`src/rtl/core/vtid_ram.sv`:
```
// Generic single-port-write, single-port-read RAM with registered read data
`default_nettype none

module vtid_ram #(
   parameter int WIDTH = 8,
   parameter int DEPTH = 16
) (
   input  wire logic                     clock,
   input  wire logic                     wr_en,
   input  wire logic [$clog2(DEPTH)-1:0] wr_addr,
   input  wire logic [WIDTH-1:0]         wr_data,
   input  wire logic                     rd_en,
   input  wire logic [$clog2(DEPTH)-1:0] rd_addr,
   output logic      [WIDTH-1:0]         rd_data
);

   logic [WIDTH-1:0] mem_ff [DEPTH];
   logic [WIDTH-1:0] rd_data_ff;

   // Write on request, register read data
   always_ff @(posedge clock) begin
      if (wr_en) begin
         mem_ff[wr_addr] <= wr_data;
      end
      if (rd_en) begin
         rd_data_ff <= mem_ff[rd_addr];
      end
   end

   assign rd_data = rd_data_ff;

endmodule

`default_nettype wire

```
`config.mk`:
```
export PLATFORM = sky130hd
export DESIGN_NAME = vtid_ram
export DESIGN_NICKNAME = d
export VERILOG_FILES = /design/src/rtl/core/vtid_ram.sv
export SDC_FILE = /design/constraint.sdc
export NUM_CORES = 1
export LEC_CHECK = 0
export BUFFER_PORTS_ARGS = -buffer_cell sky130_fd_sc_hd__buf_2
export CORE_MARGIN = 2
export CORE_UTILIZATION = 60
export DETAILED_ROUTE_END_ITERATION = 12
export PLACE_DENSITY = 0.78
export RECOVER_POWER = 25
export REMOVE_ABC_BUFFERS = 1
export SLEW_MARGIN = 20
export SYNTH_ARGS = -nofsm -noshare
export SYNTH_HDL_FRONTEND = slang
export SYNTH_SLANG_ARGS = --single-unit
```
`constraint.sdc`:
```
create_clock -name clock -period 2.1 [get_ports clock]
set_input_delay 0.315 -clock clock [delete_from_list [all_inputs] [get_ports clock]]
set_output_delay 0.315 -clock clock [all_outputs]
set_load 0.005 [all_outputs]
```
# After elaboration in Yosys (flattened, before gate mapping)
# Memories as Yosys holds them, arrays and structs flattened. A register that Yosys moved wholly into a read port is not among the register bits.
# Index checks and enable logic that the tools add are counted.
# Widths: inputs -> output; s select.
[op_classes] mux=2
[op_table] op="$mux 1" n=2
[totals] mem_bits_rw=128 in_bits=19 elab_cells=3 regBits=0 output_inout_bits=8 n_memories=1
[mem_list] name="mem_ff" words=16 width=8 rd=1 rd_clocked_by_memory_dff=1 write_ports=1 line="17" source="logic [WIDTH-1:0] mem_ff [DEPTH];"

# Depth between registers and ports, before layout
[depth] ltp_word=2 mapped_depth=5 depth_no_buf=3

# Worst setup path after synthesis
# OpenSTA, ideal clock, no wires.
[synth_path] path_type="input to register" start="input port wr_addr[2]" end="memory mem_ff[0][0] (enable)" n_path_buf=0 stages=2 setup_slack_ps=292 setup_ps=383 required_ps=1717 t_arrival_ps=1425 path_cell_list="or3b_2 -> nor3_1"
[synth_lines] element="from (decl)" line="10" source="input wire logic [$clog2(DEPTH)-1:0] wr_addr,"
[synth_lines] element="to (decl)" line="17"
# Straight into the memory's write port.

==> flow_summary.toml <==
[run_status]
status = "finished, final reports clean"

[yosys]
yosys.area_share.adder = 0
ys.warnings.count = 0
synthSimpleGateAreaFrac = 0.0314
muxShareOfSynthArea = 0.148
synth_cells = 229
synth-xor-area-share = 0
ys_seq_area_frac = 0.781
synth_cell_type_count = 18
synth_top_family_by_area = "multiplexers"
synth_compound_area_frac = 0.0230
ys_ff_latch = 136
syn_area_per_cell_um2 = 22.8
netlist_area_mm2 = 0.00523

[finish]
antennaDiodeCount = 0
final_core_util = 0.720
drive_above_1_share = 0.296
nets = 304
fin_cells = 405
stdcell_area_mm2 = 0.00619
area_growth_pct = 18.4

[place]
dp.cells = 374
post-dp-hpwl_mm = 6.11
gp_congestion = 0.752
postPlaceCellArea_mm2 = 0.00560
port_buffers = 26
dpl_worst_slack_ns = 0.265

[sta]
fin_hold_ws_ns = 0.160
fin_crit_ns = 1.61
min_period_over_period = 0.765
rsz0062_at_grt = "false"
relSlewSlack = 0.539
final-setup-viol-count = 0
max_clock_freq_ghz = 0.622
slew_violations = 0
finalWorstSetupSlack_ns = 0.493
hold_violations = 0
worst_pin_slew_ns = 0.689
finalSetupTns_ns = 0
fin_worst_skew_ns = 0.00773

[clock_network]
clockBufferDepth = 2
cts_resized = 0
insertion_delay_ns = 0.52
cts_root_buf = "clkbuf_8"
postCtsSetupBuffers = 0
clock_sinks = 136
htree_levels = 4
postCtsHoldBufs = 0
path_clk_slew_ns = 0.06
cts_tree = "built"
cts_made_buffers = 17

[global_routing]
grt_busiest_layer = "met2"
met3_usage = 0.0568
grtUsageMet1 = 0.325
grt_antenna_before_repair = 0
grt_max_degree = 22
grt_use_total = 0.231
grt_pass1_vias = 2650
overflow = 0
use_met2 = 0.355
grt_pass1_wl_mm = 15.4

[detailed_routing]
ant_nets = 0
vias_per_cell = 6.26
drt-initial-drc-count = 273
drt-wirelength-per-cell_um = 24.7
drcViolationCount = 0
drt_pass1_iterations = 4
vias = 2537
drt_wl_total_mm = 10.0

[setup_path]
worstPathRequired_ns = 2.35
critPathCaptureType = "flop"
critPathMaxStageDelay_ns = 0.55
crit_type = "reg -> reg"
worstPathMaxFanout = 1
cp.arrival_ns = 1.85
cp_slowest_cell = "mux4_1"
crit_chain = "mux4_1, a22oi_1, nand2_1"
startpoint_type = "flop"

[pwr]
power.total_mw = 6.33
power.density_mw_per_mm2 = 1020
vdd_drop_max_uv = 612
leakage_nw = 2.10

[worst_hold_path]
hold_class = "in -> reg"

[floorplanning]
ios = 27
die_h_um = 97.3
core_mm2 = 0.00859
dieWidth_um = 97.3
die_area_mm2 = 0.00948
start_util = 0.608
num_rows = 34

[run]
drv_cap = 0
## final timing paths
check | to | startpoint | depth (start not counted) | slack, ns
hold / removal | rd_data[6]$_DFFE_PP_ | rd_en | 1 | 0.16
setup / recovery | rd_data[1]$_DFFE_PP_ | mem_ff[8][1]$_DFFE_PP_ | 3 | 0.49
setup reg to reg | rd_data[1]$_DFFE_PP_ | mem_ff[8][1]$_DFFE_PP_ | 3 | 0.49
hold reg to reg | rd_data[0]$_DFFE_PP_ | mem_ff[14][0]$_DFFE_PP_ | 3 | 0.77
## power breakdown
part | leakage (nW) | switching, mW | internal, mW | total [mW]
clock network | 0.286 | 1.07 | 1.91 | 2.97
registers | 1.24 | 0.0181 | 3.06 | 3.08
logic | 0.581 | 0.156 | 0.122 | 0.279
total | 2.10 | 1.24 | 5.09 | 6.33
## per-layer routing
layer,wire (um),up-vias
met5,0,-
met4,170,0
met3,703,16
met2,5060,110
met1,4080,1319
li1,-,1092
## state kept, by name, summed over array words and instances (netlist names)
register  count
mem_ff      128
rd_data       8
## placed cells by master (no fill, tap or decap), types with 2 or more instances in the layout
cell	count
nor2_1	13
clkinv_2	2
buf_12	3
nor3_1	4
clkinv_1	3
buf_2	20
mux4_2	18
nand2_1	9
clkinv_4	3
clkbuf_16	16
clkinvlp_4	2
mux4_1	14
clkbuf_1	6
buf_4	18
a22oi_1	16
bufinv_16	4
edfxtp_1	136
nand3b_1	2
nand2b_1	2
## cell usage after synthesis
master | number | area [um2]
edfxtp_1 | 136 | 4080
mux4_2 | 18 | 405
a22oi_1 | 16 | 120
mux4_1 | 14 | 368
nor2_1 | 13 | 48.8
nand2_1 | 9 | 33.8
nor3_1 | 4 | 20.0
buf_2 | 3 | 15.0
buf_6 | 3 | 33.8
clkdlybuf4s25_2 | 3 | 30.0
nand2b_1 | 2 | 12.5
nand3b_1 | 2 | 15.0
and2_1 | 1 | 6.26
and2b_1 | 1 | 7.51
buf_4 | 1 | 7.51
nand3_1 | 1 | 5.00
nor2b_1 | 1 | 6.26
or3b_2 | 1 | 8.76
## area by class of cell
cell class	instances	area, um2
Clock buffer	17	414
Clock inverter	14	183
Sequential cell	136	4080
Multi-Input combinational cell	83	1060
Tap cell	108	135
Timing Repair Buffer	47	318
Fill cell	494	2400
## worst max-delay path: cells and delay by family (launching register included)
family,cells,cell delay [ns]
AO/OA/AOI/OAI,1,0.26
flip-flops,1,0.40
multiplexers,1,0.55
AND/OR/NAND/NOR,1,0.14
## cell families after synthesis
group / Yosys count
AND/OR/NAND/NOR: 35
multiplexers: 32
flip-flops: 136
AO/OA/AOI/OAI: 16
buffers and inverters: 10
No activity file was read; power rests on OpenSTA's default activity.
