### config.mk
export PLATFORM = sky130hd
export DESIGN_NAME = vtid_hash
export DESIGN_NICKNAME = d
export VERILOG_FILES = /design/src/rtl/core/vtid_pkg.sv /design/src/rtl/core/vtid_hash.sv
export SDC_FILE = /design/constraint.sdc
export NUM_CORES = 1
export LEC_CHECK = 0
export BUFFER_PORTS_ARGS = -buffer_cell sky130_fd_sc_hd__buf_2
export CAP_MARGIN = 20
export CORE_UTILIZATION = 60
export DETAILED_ROUTE_END_ITERATION = 7
export PLACE_DENSITY = 0.79
export SKIP_LAST_GASP = 1
export SLEW_MARGIN = 25
export SYNTH_ARGS = -nofsm -noshare
export SYNTH_HDL_FRONTEND = slang
export SYNTH_SLANG_ARGS = --single-unit
### constraint.sdc
create_clock -name vclk -period 8.6
set_input_delay 0 -clock vclk [all_inputs]
set_output_delay 0 -clock vclk [all_outputs]
set_load 0.02 [all_outputs]
### src/rtl/core/vtid_pkg.sv
// Shared constants for the vertex triple index dedup block
`default_nettype none

package vtid_pkg;

   // Width of each source index field on the request channel
   localparam int REQ_INDEX_WIDTH = 16;

   // Width of the unified index field on the response channel
   localparam int UNIFIED_WIDTH = 10;

   // Hash mixing word and its constants
   localparam int MIX_WIDTH = 32;
   localparam int ROT_NORMAL = 11;
   localparam int ROT_TEXCOORD = 21;
   localparam logic [MIX_WIDTH-1:0] HASH_MULT = 32'h9E37_79B1;

endpackage

`default_nettype wire

### src/rtl/core/vtid_hash.sv
// Bucket hash over one index triple: rotate, fold and multiply
`default_nettype none

module vtid_hash #(
   parameter int KEY_WIDTH = 16,
   parameter int HASH_BITS = 10
) (
   input  wire logic [KEY_WIDTH-1:0] position_key,
   input  wire logic [KEY_WIDTH-1:0] normal_key,
   input  wire logic [KEY_WIDTH-1:0] texcoord_key,
   output logic      [HASH_BITS-1:0] bucket
);

   localparam int MW = vtid_pkg::MIX_WIDTH;
   localparam int RN = vtid_pkg::ROT_NORMAL;
   localparam int RT = vtid_pkg::ROT_TEXCOORD;

   logic [MW-1:0] pos_w;
   logic [MW-1:0] nrm_w;
   logic [MW-1:0] tex_w;
   logic [MW-1:0] mix;
   logic [MW-1:0] product;

   // Spread the three fields apart so equal indices do not cancel
   always_comb begin
      pos_w   = MW'(position_key);
      nrm_w   = MW'(normal_key);
      tex_w   = MW'(texcoord_key);
      mix     = pos_w ^ ((nrm_w << RN) | (nrm_w >> (MW - RN)))
                      ^ ((tex_w << RT) | (tex_w >> (MW - RT)));
      product = mix * vtid_pkg::HASH_MULT;
   end

   // Take the well-mixed top bits as the bucket
   assign bucket = product[MW-1 -: HASH_BITS];

endmodule

`default_nettype wire

After elaboration in Yosys (flattened, before gate mapping):

Cells that the tools add are included.

* register bits: 0
* latch bits: 0
* RAM bits: 0
* bits in read-only memories: 0
* bits of input ports: 48
* memories: 0

* $add $sub $neg: 0
* multiply operators: 1
* divide/modulo/power cells: 0
* magnitude comparators: 0
* eq/ne operators: 0
* shift-type cells: 0
* mux-type cells: 0
* bitwise operators: 3
* reductions and logical operators: 0

Operators by type and width (count)
* $mul A32 B32 Y32 const B: 1
* $or A32 B5 Y32: 1
* $xor A32 B32 Y32: 1
* $xor A16 B27 Y27: 1

Logic depth before layout (Yosys ltp):

Gate-level depths: netlist (run 1).

* word-level depth: 3
* gate-level depth with buffers: 26

Least setup slack after synthesis (run 1):

Ideal clock, no wire load.

* path type: input-to-output
* from: input normal_key[1]
* to: output bucket[9]
* arrival: 6.417 ns
* required time: 8.600 ns
* setup slack: 2.183 ns
* stages: 22
* path buffers: 1
* cell sequence: xor2_1 > fa_1 > fa_1 > inv_1 > fa_1 > fa_1 > inv_1 > fa_1 > inv_1 > fa_1 > fa_1 > fa_1 > inv_1 > ha_1 > clkbuf_1 > nand3_1 > a211o_1 > a21oi_1 > o31ai_2 > a31oi_2 > a31oi_1 > xnor2_1

* longest elaborated chain between the ends: 3

Ends and longest elaborated chain
* start, declared: line vtid_hash.sv:9 `input wire logic [KEY_WIDTH-1:0] normal_key,`
* $xor A16 B27 Y27: line vtid_hash.sv:29 `mix = pos_w ^ ((nrm_w << RN) | (nrm_w >> (MW - RN)))`
* $xor A32 B32 Y32: line vtid_hash.sv:30 `^ ((tex_w << RT) | (tex_w >> (MW - RT)));`
* $mul A32 B32 Y32: line vtid_hash.sv:31 `product = mix * vtid_pkg::HASH_MULT;`
* end, declared: line vtid_hash.sv:11 `output logic [HASH_BITS-1:0] bucket`

Every way passes these cells.

Worst setup path in the final report (run 1):

* from: input texcoord_key[15]
* to: output bucket[9]

* longest elaborated chain between the ends: 3

Ends and longest elaborated chain
* start, declared: line vtid_hash.sv:10 `input wire logic [KEY_WIDTH-1:0] texcoord_key,`
* $or A32 B5 Y32: line vtid_hash.sv:30
* $xor A32 B32 Y32: line vtid_hash.sv:30
* $mul A32 B32 Y32: line vtid_hash.sv:31

Every way passes these cells.

==> metrics.sh, run 1 <==
HOLD-PATH-CELL-COUNT=5
REGAREA_UM2=0
WORST_SETUP_PATH_STARTPOINT='texcoord_key[15]'
DRC=0
START_UTIL=0.620
GROUTE.USAGE.OVERALL=0.271
WIRE_LENGTH_OF_THE_FIRST_GLOBAL_ROUTING_PASS_UM=30300
SHARE_OF_POST_ROUTE_CELLS_WITH_DRIVE_STRENGTH_ABOVE_1=0.0823
SYNTH_AREA_IN_XOR_XNOR=0.0777
CTS-HOLD-FIX-BUFFERS=0
DETAIL_ROUTE.FIRST_PASS.ITERATIONS=6
GLOBALROUTEOVERFLOWTOTAL=0
MAXCAP_VIOL_COUNT=0
CHIPHEIGHT_UM=122
DOMINANT_COMBINATIONAL_CELL_FAMILY_BY_AREA_AFTER_SYNTHESIS='adder cells'
SYNTHADDERAREAFRAC=0.721
FINAL_NET_COUNT=1354
TIMING.HOLD.WORST.START='texcoord_key[5]'
FLOPS_AND_LATCHES=0
FLOW.AREA_GROWTH_FROM_SYNTHESIS_PCT=6.42
YOSYS_WARNINGS=0
HOLD_VIOLATIONS=0
YS_SEQ_AREA_FRAC=0
POST_SYNTH.CELL_AREA_AVG_UM2=10.1
VIAS_PER_CELL=5.07
PLACEMENT.IO_BUFFERS=58
IO-PIN-COUNT=58
GRT_SETUP_UNREPAIRED='no'
SYNTH.MUX.AREA_FRACTION=0
WORSTPATHREQUIRED_PS=8600
SYNTHESIS.AREA_UM2=8670
SYNTH_COMPOUND_GATE_AREA_SHARE=0.0297
WORST-SETUP-PATH-TYPE='in -> out'
FINAL.CLKBUF_COUNT=0
LAYOUT_WORST_PATH_CYCLE_SHARE=0.805
SYNTHTOPCELLSBYAREA='fa_1 (46%), ha_1 (26%), inv_1 (15%)'
DIEWIDTH_UM=122
FINALCRITICALPERIOD_PS=6920
CRIT_PATH_MAX_FANOUT=4
COUNT_OF_MAPPED_CELLS_OUT_OF_SYNTHESIS=862
POST-SYNTH-TOP-COUNT-CELL='inv_1'
FILL_CELLS=1084
CTS.REPAIR.RESIZED=0
WORST_SETUP_PATH_START_KIND='primary input'
END_KIND='output pin'
FP.DIEAREA_UM2=14900
MAX_CLOCK_FREQ_MHz=145
GRT_START_MAX_NET_PINS=13
ANTENNA_VIOLATIONS_BEFORE_REPAIR=0
CORE_REGION_AREA_UM2=14000
NETLIST-CELL-TYPE-COUNT=40
ROUTABILITYCONGESTION=0.943
WORST_PIN_SLEW_PS=898
HP-CLASS='in -> out'
SETUP_VIOL_COUNT_FINAL=0
SYNTHSIMPLEGATEAREAFRAC=0.0251
FINALWIRELENGTH_UM=18500
FP-ROW-COUNT=43
CP.ARRIVAL_PS=6920
GRT_PASS1_VIAS=6253
FIN_SETUP_TNS_PS=0
CTS_SETUP_BUFFERS=0
HPWL_UM=17200
STATUS='finished clean'
REPORT.FINAL.SLEW_VIOL_COUNT=0
VIOLATION_COUNT_AFTER_THE_FIRST_DETAILED_ROUTING_ITERATION=242
POST-SYNTH-TOP-AREA-CELL='fa_1'
SYNTH_TOP_CELL_AREA_SHARE=0.462
SYNTHTOPCELLSBYCOUNT='inv_1 (337), fa_1 (200), ha_1 (180), xnor2_1 (37), xor2_1 (28)'
DRT-WIRELENGTH-PER-CELL_UM=16.8
MAPPEDNETLISTNETS=1290
ANTENNA_CELLS=0
OVERALL_VIA_COUNT_FROM_DETAIL_ROUTE=5593
ANTENNA_LEFT=0
TIMING.MAX_SLEW.REL_SLACK=0.399
[logic make-up (layout without fill, tap and decap cells)]
group	Yosys count	count (layout)
compound gates	34	34
xor+xnor	70	70
fa+ha+maj	380	380
buf+inv	338	400
simple gates	40	40
[worst max-delay path, stage by stage]
cell and delay, ps:
buf_2 150, xor2_1 600, fa_1 560, fa_1 400, fa_1 490, inv_1 50, fa_1 470, inv_1 50
fa_1 490, inv_1 50, fa_1 520, inv_1 40, fa_1 480, inv_1 50, fa_1 470, inv_1 40
ha_1 190, or3_1 340, o21ai_0 110, a21oi_2 80, o31ai_2 500, a31oi_2 230, a31oi_1 240, xnor2_1 140
buf_2 180
[metal layers]
layer | routed length, um | GRT usage
met4 | 578 | 0.0762
met1 | 7360 | 0.345
met2 | 9780 | 0.495
met5 | 0 | 0
met3 | 814 | 0.0204
[path summary, 6_finish.rpt]
kind and to:
max bucket[9], min bucket[9]
[area by class of cell]
class | count | area, um^2 | area share
Inverter | 337 | 1260 | 0.137
Multi-Input combinational cell | 524 | 7410 | 0.803
Tap cell | 180 | 225 | 0.0244
Timing Repair Buffer | 63 | 328 | 0.0355
[per-stage QoR]
stage	hold WS, ps	instance area (um^2)	setup slack, ps	std cells	util
floorplan	608	8670	2180	862	-
global placement	860	9220	1770	1104	0.659
detailed placement	866	9230	1740	1104	0.660
CTS	873	9230	1720	1104	0.660
global route	907	9230	1430	1104	0.660
finish	847	9230	1680	1104	0.660
[cells in the final DEF, fill, tap and decap left out, types with 5 or more instances in the layout]
master and n:
fa_1 200, xor2_1 27, inv_1 337, buf_4 5
xnor2_1 37, a21oi_1 10, buf_2 58, nor3_1 5
ha_1 180, nand2_1 13, nor2_1 6
Power of run 1 is not shown: default switching activity piles up to over one toggle a cycle in this logic, so the estimate is an artifact.
==> run 2: changes to the inputs <==
Settings changed: ABC_AREA from default to 1.
Clock period 8.6 ns to 6.5 ns, I/O delays scaled along.
==> run 2 against run 1 <==
Compared with the run above: worst setup slack worse by 1400 ps; critical path depth unchanged; count of clock-buffer cells in the layout unchanged; flip-flop and latch count unchanged; cell count increased by 27%; first-iteration DRC count rose by 34%; worst hold slack better by 74 ps; die area grew 9.0%; via count increased by 29%; cell area increased by 12%; non-clock buffer count up 15.
==> metrics.sh, run 2 <==
CP_TOP_FAMILY='adder cells'
CRIT_PATH_MAX_FANOUT=6
BUFFERS_INVERTERS_ON_CRITICAL_PATH=10
FLOPS_AND_LATCHES=0
IO-PIN-COUNT=58
SYNTH_TOP_CELL_AREA_SHARE=0.423
SETUP_VIOL_COUNT_FINAL=0
ANTENNA_CELLS=0
FP-ROW-COUNT=45
WORSTPATHREQUIRED_PS=6500
END_KIND='output pin'
CP_SLOWEST_STAGE_DELAY_PS=580
YS_SEQ_AREA_FRAC=0
ROUTABILITYCONGESTION=0.937
MULTI_INPUT_COMB_AREA_UM2=8060
CP-ENDPOINT='bucket[9]'
HOLDWS_PS=921
YOSYS_WARNINGS=0
GLOBALROUTEOVERFLOWTOTAL=0
HP-CLASS='in -> out'
FIN_SETUP_TNS_PS=0
MOST_COMMON_CELL_AFTER_LAYOUT_FILL_AND_TAPS_ASIDE='inv_1'
ANTENNA_VIOLATIONS_BEFORE_REPAIR=0
WORST_PATH_MAX_DELAY_CELL='fa_1'
DRC=0
WORST_SETUP_PATH_STARTPOINT='normal_key[6]'
GRT_START_MAX_NET_PINS=12
POST_SYNTH.CELL_AREA_AVG_UM2=8.49
HOLD_VIOLATIONS=0
WIRE_LENGTH_OF_THE_FIRST_GLOBAL_ROUTING_PASS_UM=37500
START_UTIL=0.618
FILL_CELLS=1309
COUNT_OF_MAPPED_CELLS_OUT_OF_SYNTHESIS=1116
FLOW.AREA_GROWTH_FROM_SYNTHESIS_PCT=8.76
REGAREA_UM2=0
POST-SYNTH-TOP-COUNT-CELL='inv_1'
WORST_SETUP_PATH_START_KIND='primary input'
CORE_REGION_AREA_UM2=15300
FINAL.CLKBUF_COUNT=0
MAXCAP_VIOL_COUNT=0
REPORT.FINAL.SLEW_VIOL_COUNT=0
MAPPEDNETLISTNETS=1544
GRT_SETUP_UNREPAIRED='no'
FP.DIEAREA_UM2=16300
WORST-PATH-STAGES=25
DETAIL_ROUTE.FIRST_PASS.ITERATIONS=5
DIEWIDTH_UM=128
PLACEMENT.IO_BUFFERS=58
CHIPHEIGHT_UM=128
SYNTHTOPCELLSBYAREA='fa_1 (42%), ha_1 (24%), inv_1 (16%)'
PLACE_WS_PS=120
FINALCRITICALPERIOD_PS=6200
FINAL_CELL_MIX='inv_1 (393), fa_1 (200), ha_1 (178)'
VIAS_PER_CELL=5.12
CPMOSTUSEDCELL='fa_1'
MAX_CLOCK_FREQ_MHz=161
FINALWIRELENGTH_UM=23000
SHARE_OF_POST_ROUTE_CELLS_WITH_DRIVE_STRENGTH_ABOVE_1=0.105
NETLIST-CELL-TYPE-COUNT=32
HPWL_UM=21200
OVERALL_VIA_COUNT_FROM_DETAIL_ROUTE=7191
CP.ARRIVAL_PS=6200
LAYOUT_WORST_PATH_CYCLE_SHARE=0.954
VIOLATION_COUNT_AFTER_THE_FIRST_DETAILED_ROUTING_ITERATION=325
GROUTE.USAGE.OVERALL=0.304
SETUP_SLACK_PS=300
DRT-WIRELENGTH-PER-CELL_UM=16.3
SYNTHESIS.AREA_UM2=9470
STATUS='finished clean'
ANTENNA_LEFT=0
WORST_PIN_SLEW_PS=736
SYNTHTOPCELLSBYCOUNT='inv_1 (394), fa_1 (200), ha_1 (180), nand2_1 (153), nand3_1 (34)'
WORST-SETUP-PATH-TYPE='in -> out'
FINAL_CORE_UTILIZATION=0.673
TIMING.MAX_SLEW.REL_SLACK=0.508
GRT_PASS1_VIAS=7978
POST-SYNTH-TOP-AREA-CELL='fa_1'
FINAL_NET_COUNT=1624
==> run 2: final cells by class <==
class                           count  area share
Multi-Input combinational cell    715       0.783
Tap cell                          211      0.0256
Inverter                          401       0.146
Timing Repair Buffer               78      0.0457
==> run 2: worst min path at each step <==
stage	start	end	slack, ps	cells past startpoint
3_5_place_dp	texcoord_key[8]	bucket[8]	920	7
6_report	texcoord_key[8]	bucket[8]	920	7
4_1_cts	texcoord_key[8]	bucket[8]	930	7
2_1_floorplan	texcoord_key[8]	bucket[8]	660	5
3_3_place_gp	texcoord_key[8]	bucket[8]	910	7
5_1_grt	texcoord_key[8]	bucket[8]	990	7
==> run 2: per-stage QoR <==
step,area [um^2],cells
finish,10300,1405
global route,10300,1405
global placement,10200,1404
CTS,10200,1404
floorplan,9470,1116
detailed placement,10200,1404
==> run 2: logic make-up (layout without fill, tap and decap cells) <==
kind of cell | Yosys count | after routing | share of synthesized area
adder cells (fa/ha/maj) | 380 | 380 | 0.661
XOR/XNOR | 29 | 29 | 0.0268
buffers and inverters | 401 | 479 | 0.159
AO/OA/AOI/OAI | 58 | 58 | 0.0367
AND/OR/NAND/NOR | 248 | 248 | 0.117
==> run 2: per-layer routing <==
layer | GRT usage | vias to the layer above | part of all wire
met3 | 0.0205 | 68 | 0.047
li1 | - | 3422 | -
met4 | 0.140 | 0 | 0.054
met1 | 0.365 | 3489 | 0.40
met2 | 0.560 | 212 | 0.50
met5 | 0 | - | 0
==> run 2: timing repair <==
action                                  4_1_cts  5_1_grt
endpoints found under the setup margin        0        9
hold buffers                                  0        0
gates resized for setup                       0       22
setup buffers                                 0        1
Power of run 2 is left out for the same reason.
